===== config.mk =====
export PLATFORM = sky130hd
export DESIGN_NAME = patch_aligned_resize_size
export DESIGN_NICKNAME = d
export VERILOG_FILES = /design/src/rtl/pars_pkg.sv /design/src/rtl/pars_alu.sv /design/src/rtl/patch_aligned_resize_size.sv
export VERILOG_INCLUDE_DIRS = /design/src /design/src/rtl
export SDC_FILE = /design/constraint.sdc
export NUM_CORES = 2
export LEC_CHECK = 0
export BUFFER_PORTS_ARGS = -buffer_cell sky130_fd_sc_hd__buf_2
export CAP_MARGIN = 20
export CORE_ASPECT_RATIO = 0.8
export CORE_UTILIZATION = 55
export DETAILED_ROUTE_END_ITERATION = 6
export PLACE_DENSITY = 0.72
export SETUP_SLACK_MARGIN = 0.5
export SYNTH_ARGS = -nofsm -noshare
export SYNTH_HDL_FRONTEND = slang
export SYNTH_SLANG_ARGS = --single-unit

===== constraint.sdc =====
create_clock -name i_clk -period 11.7 [get_ports i_clk]
set_input_delay 1.17 -clock i_clk [delete_from_list [all_inputs] [get_ports i_clk]]
set_output_delay 1.17 -clock i_clk [all_outputs]
set_load 0.05 [all_outputs]

===== src/rtl/assert_macros.svh =====
// Assertion macros used by the top level of the resize size calculator.
`ifndef ASSERT_MACROS_SVH
`define ASSERT_MACROS_SVH

// Concurrent check on the rising clock, idle while reset is held.
`define PARS_ASSERT(lbl, prop, msg) \
    lbl: assert property (@(posedge i_clk) disable iff (!i_rst_n) prop) else $error(msg);

// Same-cycle implication built on the check above.
`define PARS_IMPLIES(lbl, ante, cons, msg) \
    `PARS_ASSERT(lbl, (ante) |-> (cons), msg)

// Next-cycle implication built on the check above.
`define PARS_LEADS(lbl, ante, cons, msg) \
    `PARS_ASSERT(lbl, (ante) |=> (cons), msg)

`endif


===== src/rtl/pars_pkg.sv =====
// Types, constants and helpers shared by the resize size calculator.
package pars_pkg;

    // Width of the shared arithmetic datapath; holds the widest numerator.
    localparam int DW         = 42;
    localparam int CNT_W      = 6;
    localparam int DIV_STEPS  = DW;
    localparam int SQRT_STEPS = DW / 2;
    localparam int QW         = 38;
    localparam int FFN_W      = 24;
    localparam int TB_W       = 9;
    localparam int OUT_W      = 16;
    localparam int REG_W      = 26;
    localparam int LIM_W      = 22;
    localparam logic [LIM_W-1:0] ASPECT_LIMIT = LIM_W'(200);

    typedef enum logic [1:0] {
        OP_MUL,
        OP_DIV,
        OP_SQRT
    } t_op;

    typedef enum logic [1:0] {
        ST_OK,
        ST_SIDE,
        ST_FRAMES,
        ST_ASPECT
    } t_status;

    typedef enum logic [1:0] {
        REG_ALIGN,
        REG_TIME,
        REG_MIN,
        REG_MAX
    } t_reg;

    typedef enum logic [4:0] {
        S_IDLE, S_CHK,
        S_RT, S_MT, S_RH, S_MH, S_RW, S_MW,
        S_V1, S_V2, S_FF, S_FN, S_DEC,
        S_QH, S_QW,
        S_NH, S_DH, S_SH, S_FH,
        S_NW, S_DW, S_SW, S_FW,
        S_DONE
    } t_state;

    typedef struct packed {
        logic start;
        t_op  op;
    } t_alu_req;

    typedef struct packed {
        logic busy;
        logic done;
        logic rem_nz;
    } t_alu_rsp;

    // Clamp a datapath value to the output field range.
    function automatic logic [OUT_W-1:0] sat_out(input logic [DW-1:0] v);
        logic [OUT_W-1:0] res;
        if (v > DW'({OUT_W{1'b1}})) begin
            res = {OUT_W{1'b1}};
        end else begin
            res = v[OUT_W-1:0];
        end
        return res;
    endfunction

endpackage


===== src/rtl/pars_alu.sv =====
// Shared bit-serial multiply, restoring divide and integer square root unit.
module pars_alu (
    input  logic                 i_clk,
    input  logic                 i_rst_n,
    input  pars_pkg::t_alu_req   i_req,
    input  logic [pars_pkg::DW-1:0] i_a,
    input  logic [pars_pkg::DW-1:0] i_b,
    output pars_pkg::t_alu_rsp   o_rsp,
    output logic [pars_pkg::DW-1:0] o_y
);
    import pars_pkg::*;

    logic             r_busy, n_busy;
    logic             r_done, n_done;
    t_op              r_op, n_op;
    logic [DW-1:0]    r_x, n_x;
    logic [DW-1:0]    r_y, n_y;
    logic [DW-1:0]    r_acc, n_acc;
    logic [CNT_W-1:0] r_cnt, n_cnt;

    // One bit of product, quotient or root per cycle.
    always_comb begin
        logic [DW:0]   v_t;
        logic [DW-1:0] v_s;
        n_busy = r_busy;
        n_done = 1'b0;
        n_op   = r_op;
        n_x    = r_x;
        n_y    = r_y;
        n_acc  = r_acc;
        n_cnt  = r_cnt;
        v_t    = {r_acc, r_x[DW-1]};
        v_s    = r_x + r_y;
        if (i_req.start && !r_busy) begin
            n_busy = 1'b1;
            n_op   = i_req.op;
            case (i_req.op)
                OP_DIV: begin
                    n_x   = i_a;
                    n_y   = i_b;
                    n_acc = '0;
                    n_cnt = CNT_W'(DIV_STEPS);
                end
                OP_SQRT: begin
                    n_x   = '0;
                    n_y   = DW'(1) << (DW - 2);
                    n_acc = i_a;
                    n_cnt = CNT_W'(SQRT_STEPS);
                end
                default: begin
                    n_x   = i_a;
                    n_y   = i_b;
                    n_acc = '0;
                    n_cnt = '0;
                end
            endcase
        end else if (r_busy) begin
            case (r_op)
                OP_DIV: begin
                    if (v_t >= {1'b0, r_y}) begin
                        n_acc = DW'(v_t - {1'b0, r_y});
                        n_x   = {r_x[DW-2:0], 1'b1};
                    end else begin
                        n_acc = v_t[DW-1:0];
                        n_x   = {r_x[DW-2:0], 1'b0};
                    end
                    n_cnt = r_cnt - CNT_W'(1);
                    if (r_cnt == CNT_W'(1)) begin
                        n_busy = 1'b0;
                        n_done = 1'b1;
                    end
                end
                OP_SQRT: begin
                    if (r_acc >= v_s) begin
                        n_acc = r_acc - v_s;
                        n_x   = (r_x >> 1) + r_y;
                    end else begin
                        n_x   = r_x >> 1;
                    end
                    n_y   = r_y >> 2;
                    n_cnt = r_cnt - CNT_W'(1);
                    if (r_cnt == CNT_W'(1)) begin
                        n_busy = 1'b0;
                        n_done = 1'b1;
                    end
                end
                default: begin
                    // Shift-add multiply, finished once the multiplier runs out of ones.
                    if (r_y == '0) begin
                        n_busy = 1'b0;
                        n_done = 1'b1;
                    end else begin
                        if (r_y[0]) begin
                            n_acc = r_acc + r_x;
                        end
                        n_x = r_x << 1;
                        n_y = r_y >> 1;
                    end
                end
            endcase
        end
    end

    always_ff @(posedge i_clk) begin
        if (!i_rst_n) begin
            r_busy <= 1'b0;
            r_done <= 1'b0;
            r_op   <= OP_MUL;
        end else begin
            r_busy <= n_busy;
            r_done <= n_done;
            r_op   <= n_op;
        end
        r_x   <= n_x;
        r_y   <= n_y;
        r_acc <= n_acc;
        r_cnt <= n_cnt;
    end

    assign o_rsp.busy   = r_busy;
    assign o_rsp.done   = r_done;
    assign o_rsp.rem_nz = (r_acc != '0);
    assign o_y          = (r_op == OP_MUL) ? r_acc : r_x;

endmodule


===== src/rtl/patch_aligned_resize_size.sv =====
// Top level of the patch-aligned resize size calculator.
// A rejected item goes from the input check straight to its result, and an item that keeps its
// rounded size skips the steps that shrink or grow it.
// One item at a time; the next item can be taken in the cycle after the result is handed over. The
// shared bit-serial unit does each multiply, divide and square root in turn.
// Synchronous active-low reset restores the register defaults and idles the control.
`include "assert_macros.svh"
module patch_aligned_resize_size (
    input  logic        i_clk,
    input  logic        i_rst_n,
    input  logic        i_cfg_wen,
    input  logic [1:0]  i_cfg_addr,
    input  logic [25:0] i_cfg_wdata,
    input  logic        i_s_axis_tvalid,
    output logic        o_s_axis_tready,
    input  logic [39:0] i_s_axis_tdata,   // frames[7:0], in_height[21:8], in_width[35:22]
    output logic        o_m_axis_tvalid,
    input  logic        i_m_axis_tready,
    output logic [31:0] o_m_axis_tdata,   // out_height[15:0], out_width[31:16]
    output logic [1:0]  o_m_axis_tuser    // status[1:0]
);
    import pars_pkg::*;

    // Configuration registers.
    logic [7:0]       r_align;
    logic [4:0]       r_time;
    logic [REG_W-1:0] r_min;
    logic [REG_W-1:0] r_max;

    always_ff @(posedge i_clk) begin
        if (!i_rst_n) begin
            r_align <= 8'd28;
            r_time  <= 5'd2;
            r_min   <= REG_W'(3136);
            r_max   <= REG_W'(1003520);
        end else if (i_cfg_wen) begin
            unique case (t_reg'(i_cfg_addr))
                REG_ALIGN: r_align <= i_cfg_wdata[7:0];
                REG_TIME:  r_time  <= i_cfg_wdata[4:0];
                REG_MIN:   r_min   <= i_cfg_wdata;
                REG_MAX:   r_max   <= i_cfg_wdata;
                default:   r_align <= r_align;
            endcase
        end
    end

    // A zero step acts as one.
    logic [7:0] w_f;
    logic [4:0] w_t;
    assign w_f = (r_align == 8'd0) ? 8'd1 : r_align;
    assign w_t = (r_time == 5'd0) ? 5'd1 : r_time;

    t_state            r_state, n_state;
    logic              r_started, n_started;
    logic [7:0]        r_n, n_n;
    logic [13:0]       r_h, n_h;
    logic [13:0]       r_w, n_w;
    t_status           r_status, n_status;
    logic [TB_W-1:0]   r_tb, n_tb;
    logic [OUT_W-1:0]  r_hb, n_hb;
    logic [OUT_W-1:0]  r_wb, n_wb;
    logic [DW-1:0]     r_vol, n_vol;
    logic [DW-1:0]     r_tmp, n_tmp;
    logic [FFN_W-1:0]  r_ffn, n_ffn;
    logic [QW-1:0]     r_qh, n_qh;
    logic [QW-1:0]     r_qw, n_qw;
    logic              r_grow, n_grow;
    logic              r_out_valid, n_out_valid;
    logic [OUT_W-1:0]  r_out_h, n_out_h;
    logic [OUT_W-1:0]  r_out_w, n_out_w;
    t_status           r_out_st, n_out_st;

    t_alu_req          w_req;
    t_alu_rsp          w_rsp;
    logic [DW-1:0]     w_a, w_b, w_y;
    logic              w_accept;
    logic              w_step;
    logic              w_out_free;
    t_status           w_chk;
    logic [REG_W-1:0]  w_bound;

    pars_alu u_alu (
        .i_clk   (i_clk),
        .i_rst_n (i_rst_n),
        .i_req   (w_req),
        .i_a     (w_a),
        .i_b     (w_b),
        .o_rsp   (w_rsp),
        .o_y     (w_y)
    );

    assign o_s_axis_tready = (r_state == S_IDLE);
    assign w_accept        = i_s_axis_tvalid && o_s_axis_tready;
    assign w_out_free      = !r_out_valid || i_m_axis_tready;
    assign w_bound         = r_grow ? r_min : r_max;
    assign w_step          = r_started && w_rsp.done;

    // Input checks: side, then frames, then aspect ratio.
    always_comb begin
        logic [13:0]      v_lo, v_hi;
        logic [LIM_W-1:0] v_lim;
        v_lo  = (r_h < r_w) ? r_h : r_w;
        v_hi  = (r_h < r_w) ? r_w : r_h;
        v_lim = ASPECT_LIMIT * LIM_W'(v_lo);
        if ((r_h < 14'(w_f)) || (r_w < 14'(w_f))) begin
            w_chk = ST_SIDE;
        end else if (r_n < 8'(w_t)) begin
            w_chk = ST_FRAMES;
        end else if (LIM_W'(v_hi) > v_lim) begin
            w_chk = ST_ASPECT;
        end else begin
            w_chk = ST_OK;
        end
    end

    // Next state.
    always_comb begin
        n_state = r_state;
        unique case (r_state)
            S_IDLE: if (w_accept) n_state = S_CHK;
            S_CHK:  n_state = (w_chk == ST_OK) ? S_RT : S_DONE;
            S_RT:   if (w_step) n_state = S_MT;
            S_MT:   if (w_step) n_state = S_RH;
            S_RH:   if (w_step) n_state = S_MH;
            S_MH:   if (w_step) n_state = S_RW;
            S_RW:   if (w_step) n_state = S_MW;
            S_MW:   if (w_step) n_state = S_V1;
            S_V1:   if (w_step) n_state = S_V2;
            S_V2:   if (w_step) n_state = S_FF;
            S_FF:   if (w_step) n_state = S_FN;
            S_FN:   if (w_step) n_state = S_DEC;
            S_DEC: begin
                if ((r_vol > DW'(r_max)) || (r_vol < DW'(r_min))) begin
                    n_state = S_QH;
                end else begin
                    n_state = S_DONE;
                end
            end
            S_QH:   if (w_step) n_state = S_QW;
            S_QW:   if (w_step) n_state = S_NH;
            S_NH:   if (w_step) n_state = S_DH;
            S_DH:   if (w_step) n_state = S_SH;
            S_SH:   if (w_step) n_state = S_FH;
            S_FH:   if (w_step) n_state = S_NW;
            S_NW:   if (w_step) n_state = S_DW;
            S_DW:   if (w_step) n_state = S_SW;
            S_SW:   if (w_step) n_state = S_FW;
            S_FW:   if (w_step) n_state = S_DONE;
            S_DONE: if (w_out_free) n_state = S_IDLE;
            default: n_state = S_IDLE;
        endcase
    end

    // Operation and operands for the shared unit in each step.
    always_comb begin
        w_req.start = 1'b0;
        w_req.op    = OP_MUL;
        w_a         = '0;
        w_b         = '0;
        unique case (r_state)
            S_RT: begin
                w_req.op = OP_DIV;
                w_a = DW'({r_n, 1'b0}) + DW'(w_t);
                w_b = DW'({w_t, 1'b0});
            end
            S_MT: begin w_a = r_tmp; w_b = DW'(w_t); end
            S_RH: begin
                w_req.op = OP_DIV;
                w_a = DW'({r_h, 1'b0}) + DW'(w_f);
                w_b = DW'({w_f, 1'b0});
            end
            S_MH: begin w_a = r_tmp; w_b = DW'(w_f); end
            S_RW: begin
                w_req.op = OP_DIV;
                w_a = DW'({r_w, 1'b0}) + DW'(w_f);
                w_b = DW'({w_f, 1'b0});
            end
            S_MW: begin w_a = r_tmp; w_b = DW'(w_f); end
            S_V1: begin w_a = DW'(r_tb); w_b = DW'(r_hb); end
            S_V2: begin w_a = r_tmp; w_b = DW'(r_wb); end
            S_FF: begin w_a = DW'(w_f); w_b = DW'(w_f); end
            S_FN: begin w_a = r_tmp; w_b = DW'(r_n); end
            S_QH: begin w_a = DW'(r_ffn); w_b = DW'(r_w); end
            S_QW: begin w_a = DW'(r_ffn); w_b = DW'(r_h); end
            S_NH: begin w_a = DW'(r_h); w_b = DW'(w_bound); end
            S_DH: begin w_req.op = OP_DIV; w_a = r_tmp; w_b = DW'(r_qh); end
            S_SH: begin w_req.op = OP_SQRT; w_a = r_tmp; end
            S_FH: begin w_a = r_tmp; w_b = DW'(w_f); end
            S_NW: begin w_a = DW'(r_w); w_b = DW'(w_bound); end
            S_DW: begin w_req.op = OP_DIV; w_a = r_tmp; w_b = DW'(r_qw); end
            S_SW: begin w_req.op = OP_SQRT; w_a = r_tmp; end
            S_FW: begin w_a = r_tmp; w_b = DW'(w_f); end
            default: w_req.op = OP_MUL;
        endcase
        if (r_state != S_IDLE && r_state != S_CHK && r_state != S_DEC
                && r_state != S_DONE) begin
            w_req.start = !r_started;
        end
    end

    // Datapath registers and result capture.
    always_comb begin
        n_started   = r_started;
        n_n         = r_n;
        n_h         = r_h;
        n_w         = r_w;
        n_status    = r_status;
        n_tb        = r_tb;
        n_hb        = r_hb;
        n_wb        = r_wb;
        n_vol       = r_vol;
        n_tmp       = r_tmp;
        n_ffn       = r_ffn;
        n_qh        = r_qh;
        n_qw        = r_qw;
        n_grow      = r_grow;
        n_out_valid = r_out_valid && !i_m_axis_tready;
        n_out_h     = r_out_h;
        n_out_w     = r_out_w;
        n_out_st    = r_out_st;
        if (w_req.start) begin
            n_started = 1'b1;
        end
        if (w_step) begin
            n_started = 1'b0;
        end
        case (r_state)
            S_IDLE: begin
                if (w_accept) begin
                    n_n = i_s_axis_tdata[7:0];
                    n_h = i_s_axis_tdata[21:8];
                    n_w = i_s_axis_tdata[35:22];
                end
            end
            S_CHK: begin
                n_status = w_chk;
                n_hb     = '0;
                n_wb     = '0;
            end
            S_RT, S_RH, S_RW, S_V1, S_FF, S_DH: if (w_step) n_tmp = w_y;
            S_MT: if (w_step) n_tb = w_y[TB_W-1:0];
            S_MH, S_FH: if (w_step) n_hb = sat_out(w_y);
            S_MW, S_FW: if (w_step) n_wb = sat_out(w_y);
            S_V2: if (w_step) n_vol = w_y;
            S_FN: if (w_step) n_ffn = w_y[FFN_W-1:0];
            S_DEC: n_grow = !(r_vol > DW'(r_max));
            S_QH: if (w_step) n_qh = w_y[QW-1:0];
            S_QW: if (w_step) n_qw = w_y[QW-1:0];
            // Grow path rounds the quotient up.
            S_NH: if (w_step) n_tmp = w_y + (r_grow ? DW'(r_qh) - DW'(1) : '0);
            S_NW: if (w_step) n_tmp = w_y + (r_grow ? DW'(r_qw) - DW'(1) : '0);
            S_DW: if (w_step) n_tmp = w_y;
            // Grow path takes the ceiling root.
            S_SH, S_SW: begin
                if (w_step) n_tmp = w_y + DW'(r_grow && w_rsp.rem_nz);
            end
            S_DONE: begin
                if (w_out_free) begin
                    n_out_valid = 1'b1;
                    n_out_h     = r_hb;
                    n_out_w     = r_wb;
                    n_out_st    = r_status;
                end
            end
            default: n_started = n_started;
        endcase
    end

    always_ff @(posedge i_clk) begin
        if (!i_rst_n) begin
            r_state     <= S_IDLE;
            r_started   <= 1'b0;
            r_out_valid <= 1'b0;
        end else begin
            r_state     <= n_state;
            r_started   <= n_started;
            r_out_valid <= n_out_valid;
        end
        r_n      <= n_n;
        r_h      <= n_h;
        r_w      <= n_w;
        r_status <= n_status;
        r_tb     <= n_tb;
        r_hb     <= n_hb;
        r_wb     <= n_wb;
        r_vol    <= n_vol;
        r_tmp    <= n_tmp;
        r_ffn    <= n_ffn;
        r_qh     <= n_qh;
        r_qw     <= n_qw;
        r_grow   <= n_grow;
        r_out_h  <= n_out_h;
        r_out_w  <= n_out_w;
        r_out_st <= n_out_st;
    end

    assign o_m_axis_tvalid = r_out_valid;
    assign o_m_axis_tdata  = {r_out_w, r_out_h};
    assign o_m_axis_tuser  = r_out_st;

    // A rejected item carries zero sizes.
    `PARS_IMPLIES(a_err_zero, o_m_axis_tvalid && (o_m_axis_tuser != ST_OK), o_m_axis_tdata == '0, "error item with nonzero size")
    // The shared unit is quiet whenever a new item comes in.
    `PARS_IMPLIES(a_alu_idle, w_accept, !w_rsp.busy, "item accepted while arithmetic unit busy")
    // An accepted item is checked in the next cycle.
    `PARS_LEADS(a_chk_next, w_accept, r_state == S_CHK, "accepted item skipped the input check")

endmodule


==> run metrics <==
Reg2Reg Launch Point=u_alu.r_y[0]; WP data required=12,090 ps; clock buffer depth=3; Fin Hold WS=448.6 ps; CP arrival=8670 ps; DR vias/cell=6.769; RSZ-0062 raised after global routing=false; Gate Count Post-Synth=4,732; dpl cells=5,697; global-route usage over all layers=0.3686; antenna-violating nets left=0; Tmin final=8280 ps; Clock Sinks=505; pin count of the biggest net entering global routing=79; Final Cycle Share=0.7077; Final setup violation count=0; r2r endpoint=u_alu.r_x[37]; Slew HR=0.1218; Final Max Tran Viols=0; Max Cap Viol=0; Resize count post-CTS=0; Ports=109; 1st-pass router iterations=7; CTS Buf Count=53; outcome=complete, but fails checks; CTS tree=done; htree depth=2; sum of negative setup slack=0 ps; Seq/Total Area, Yosys=0.3391; routed len/inst=25.70 um; number of synthesized flops with an enable pin=429; flop-to-flop setup slack=3420 ps; grt ovf=0; Layout Area Growth over Synthesis=8.453%; type of destination of the critical path=register; RD Place Congestion=1.024; mean area per synthesized cell=8.977 um2; Critical path destination=u_alu.r_x[37]; CTS Root Cell=clkbuf_16; initial antenna violation count=3; # DRC=6; worst-margin pin slew=1317 ps; clk_lat worst skew=650 ps; initial core utilization=0.5597; Worst Reg2Reg Path Length in Cells=24; die area=78,360 um2; die span in y=250.6 um; FMAX=0.1208 GHz; postcts setup bufs=0; largest area contributor in the netlist=edfxtp_1; first-pass GRT wire length=222,000 um; worst setup skew after layout=38.94 ps; ys flop type=edfxtp_1; crit start category=register; fraction of registers with async set/reset=0; Die W=312.7 um; number of synthesized register bits=505; Synth top area share=0.3033; Synth Cell Area=42,480 um2; top cells by count, synth=edfxtp_1, ha_1, nand2_1; core area=75,900 um2; syn_nets=5,225; 1st-iter DRT viols=5,154; Layout Cells excl Fill=5,802; Final Hold Vio Count=0; input/output buffers=104; CP max FO=30; HP Class=reg -> reg; vias in the first global route=35,690; Multi-input gate area=26,460 um2; fillers=6,668; hpwl dp=114,000 um; violated checks=DRC; count of nets after finishing=5,238; Util after Layout=0.6070; vias post-DR=39,270; worst setup path start=u_alu.r_y[0]; share of cells above drive strength 1=0.08022; Rows=90; Register Area=14,400 um2; most frequent cell after synthesis=edfxtp_1; top area cells in the synthesized netlist=edfxtp_1, ha_1, a21oi_1; Crit Path Category=reg -> reg; clock slew at reported path FFs=60 ps; CTS Hold Bufs=0; post-synth cell types=83; final wirelength=149,100 um; synth warn=0
-- metal layers --
layer,share of wire,wire length [um],track usage,vias to the layer above
li1,-,-,-,17950
met1,0.41,61750,0.5156,18780
met2,0.43,63390,0.5516,2184
met3,0.12,18330,0.09654,357
met4,0.038,5635,0.1208,4
met5,0.00017,26,0,-
-- state kept, by name (all words and copies together), names as in the netlist, 8 cells and up --
| register | count |
|---|---|
| r_tmp | 42 |
| r_vol | 42 |
| u_alu.r_acc | 42 |
| u_alu.r_x | 42 |
| u_alu.r_y | 41 |
| r_qh | 38 |
| r_qw | 38 |
| r_max | 26 |
| r_min | 26 |
| r_ffn | 24 |
| r_hb | 16 |
| r_out_h | 16 |
| r_out_w | 16 |
| r_wb | 16 |
| r_h | 14 |
| r_w | 14 |
| r_tb | 9 |
| r_align | 8 |
| r_n | 8 |
-- per-stage QoR --
| step | cell area, um2 | setup slack [ps] |
|---|---|---|
| final | 46070 | 3420 |
| after floorplan | 42480 | 5238 |
| after global routing | 46060 | 3173 |
| after CTS | 46020 | 3822 |
| after detailed placement | 44150 | 3888 |
| after global placement | 44130 | 3899 |
-- cell type report --
type                            instances  share of cell area
Multi-Input combinational cell       3743              0.5744
Sequential cell                       505              0.3126
Clock buffer                           60             0.02957
Tap cell                             1012             0.02748
Timing Repair Buffer                  175             0.02303
Inverter                              267             0.02175
Clock inverter                         37             0.01100
Antenna cell                            3           0.0001629
-- kinds of logic (layout without fill, tap and decap cells) --
| logic type | Yosys count | after routing | share of synthesized area |
|---|---|---|---|
| compound gates | 1564 | 1564 | 0.2439 |
| simple gates | 1306 | 1306 | 0.1487 |
| flops | 505 | 505 | 0.3391 |
| buf+inv | 484 | 539 | 0.04280 |
| fa+ha+maj | 420 | 420 | 0.1265 |
| xor+xnor | 305 | 305 | 0.06288 |
| mux | 148 | 148 | 0.03620 |
| other cells | 0 | 3 | 0 |
-- worst max-delay path: stages (launching register included) --
cell and delay [ps]:
edfxtp_1 600, ha_1 350, a211oi_1 420, o21ai_0 230, a31oi_1 280, a31oi_1 230, a41o_1 390, a41o_1 310
a21oi_1 390, o21ai_0 290, a21boi_0 280, xor2_1 180, ha_1 320, nand3_1 390, or4_1 400, nor2_1 80
a31oi_1 340, o21ai_0 170, a211o_1 350, o22ai_4 90, buf_4 370, buf_4 410, nand2b_1 620, o21ai_0 190
a221o_1 280
-- how the worst min path moves through the flow --
| stage | startpoint | endpoint | slack (ps) | depth (start not counted) |
|---|---|---|---|---|
| 2_1_floorplan | r_status[0] | o_m_axis_tuser[0] | 400 | 0 |
| 3_3_place_gp | r_wb[0] | r_out_w[0] | 440 | 0 |
| 3_5_place_dp | r_wb[10] | r_out_w[10] | 440 | 0 |
| 4_1_cts | r_wb[10] | r_out_w[10] | 450 | 0 |
| 5_1_grt | r_wb[10] | r_out_w[10] | 460 | 0 |
| 6_report | r_wb[10] | r_out_w[10] | 450 | 0 |
-- cells in the final DEF, fill, tap and decap left out, drive strengths merged, types with 126 or more instances in the layout --
cell type,instances
edfxtp,429
nor2,289
a21oi,373
nand2,402
xnor2,179
o21ai,286
a21o,173
ha,404
inv,268
buf,173
xor2,126
Power is not shown: default switching activity piles up to over one toggle a cycle in this logic, so the estimate is an artifact.
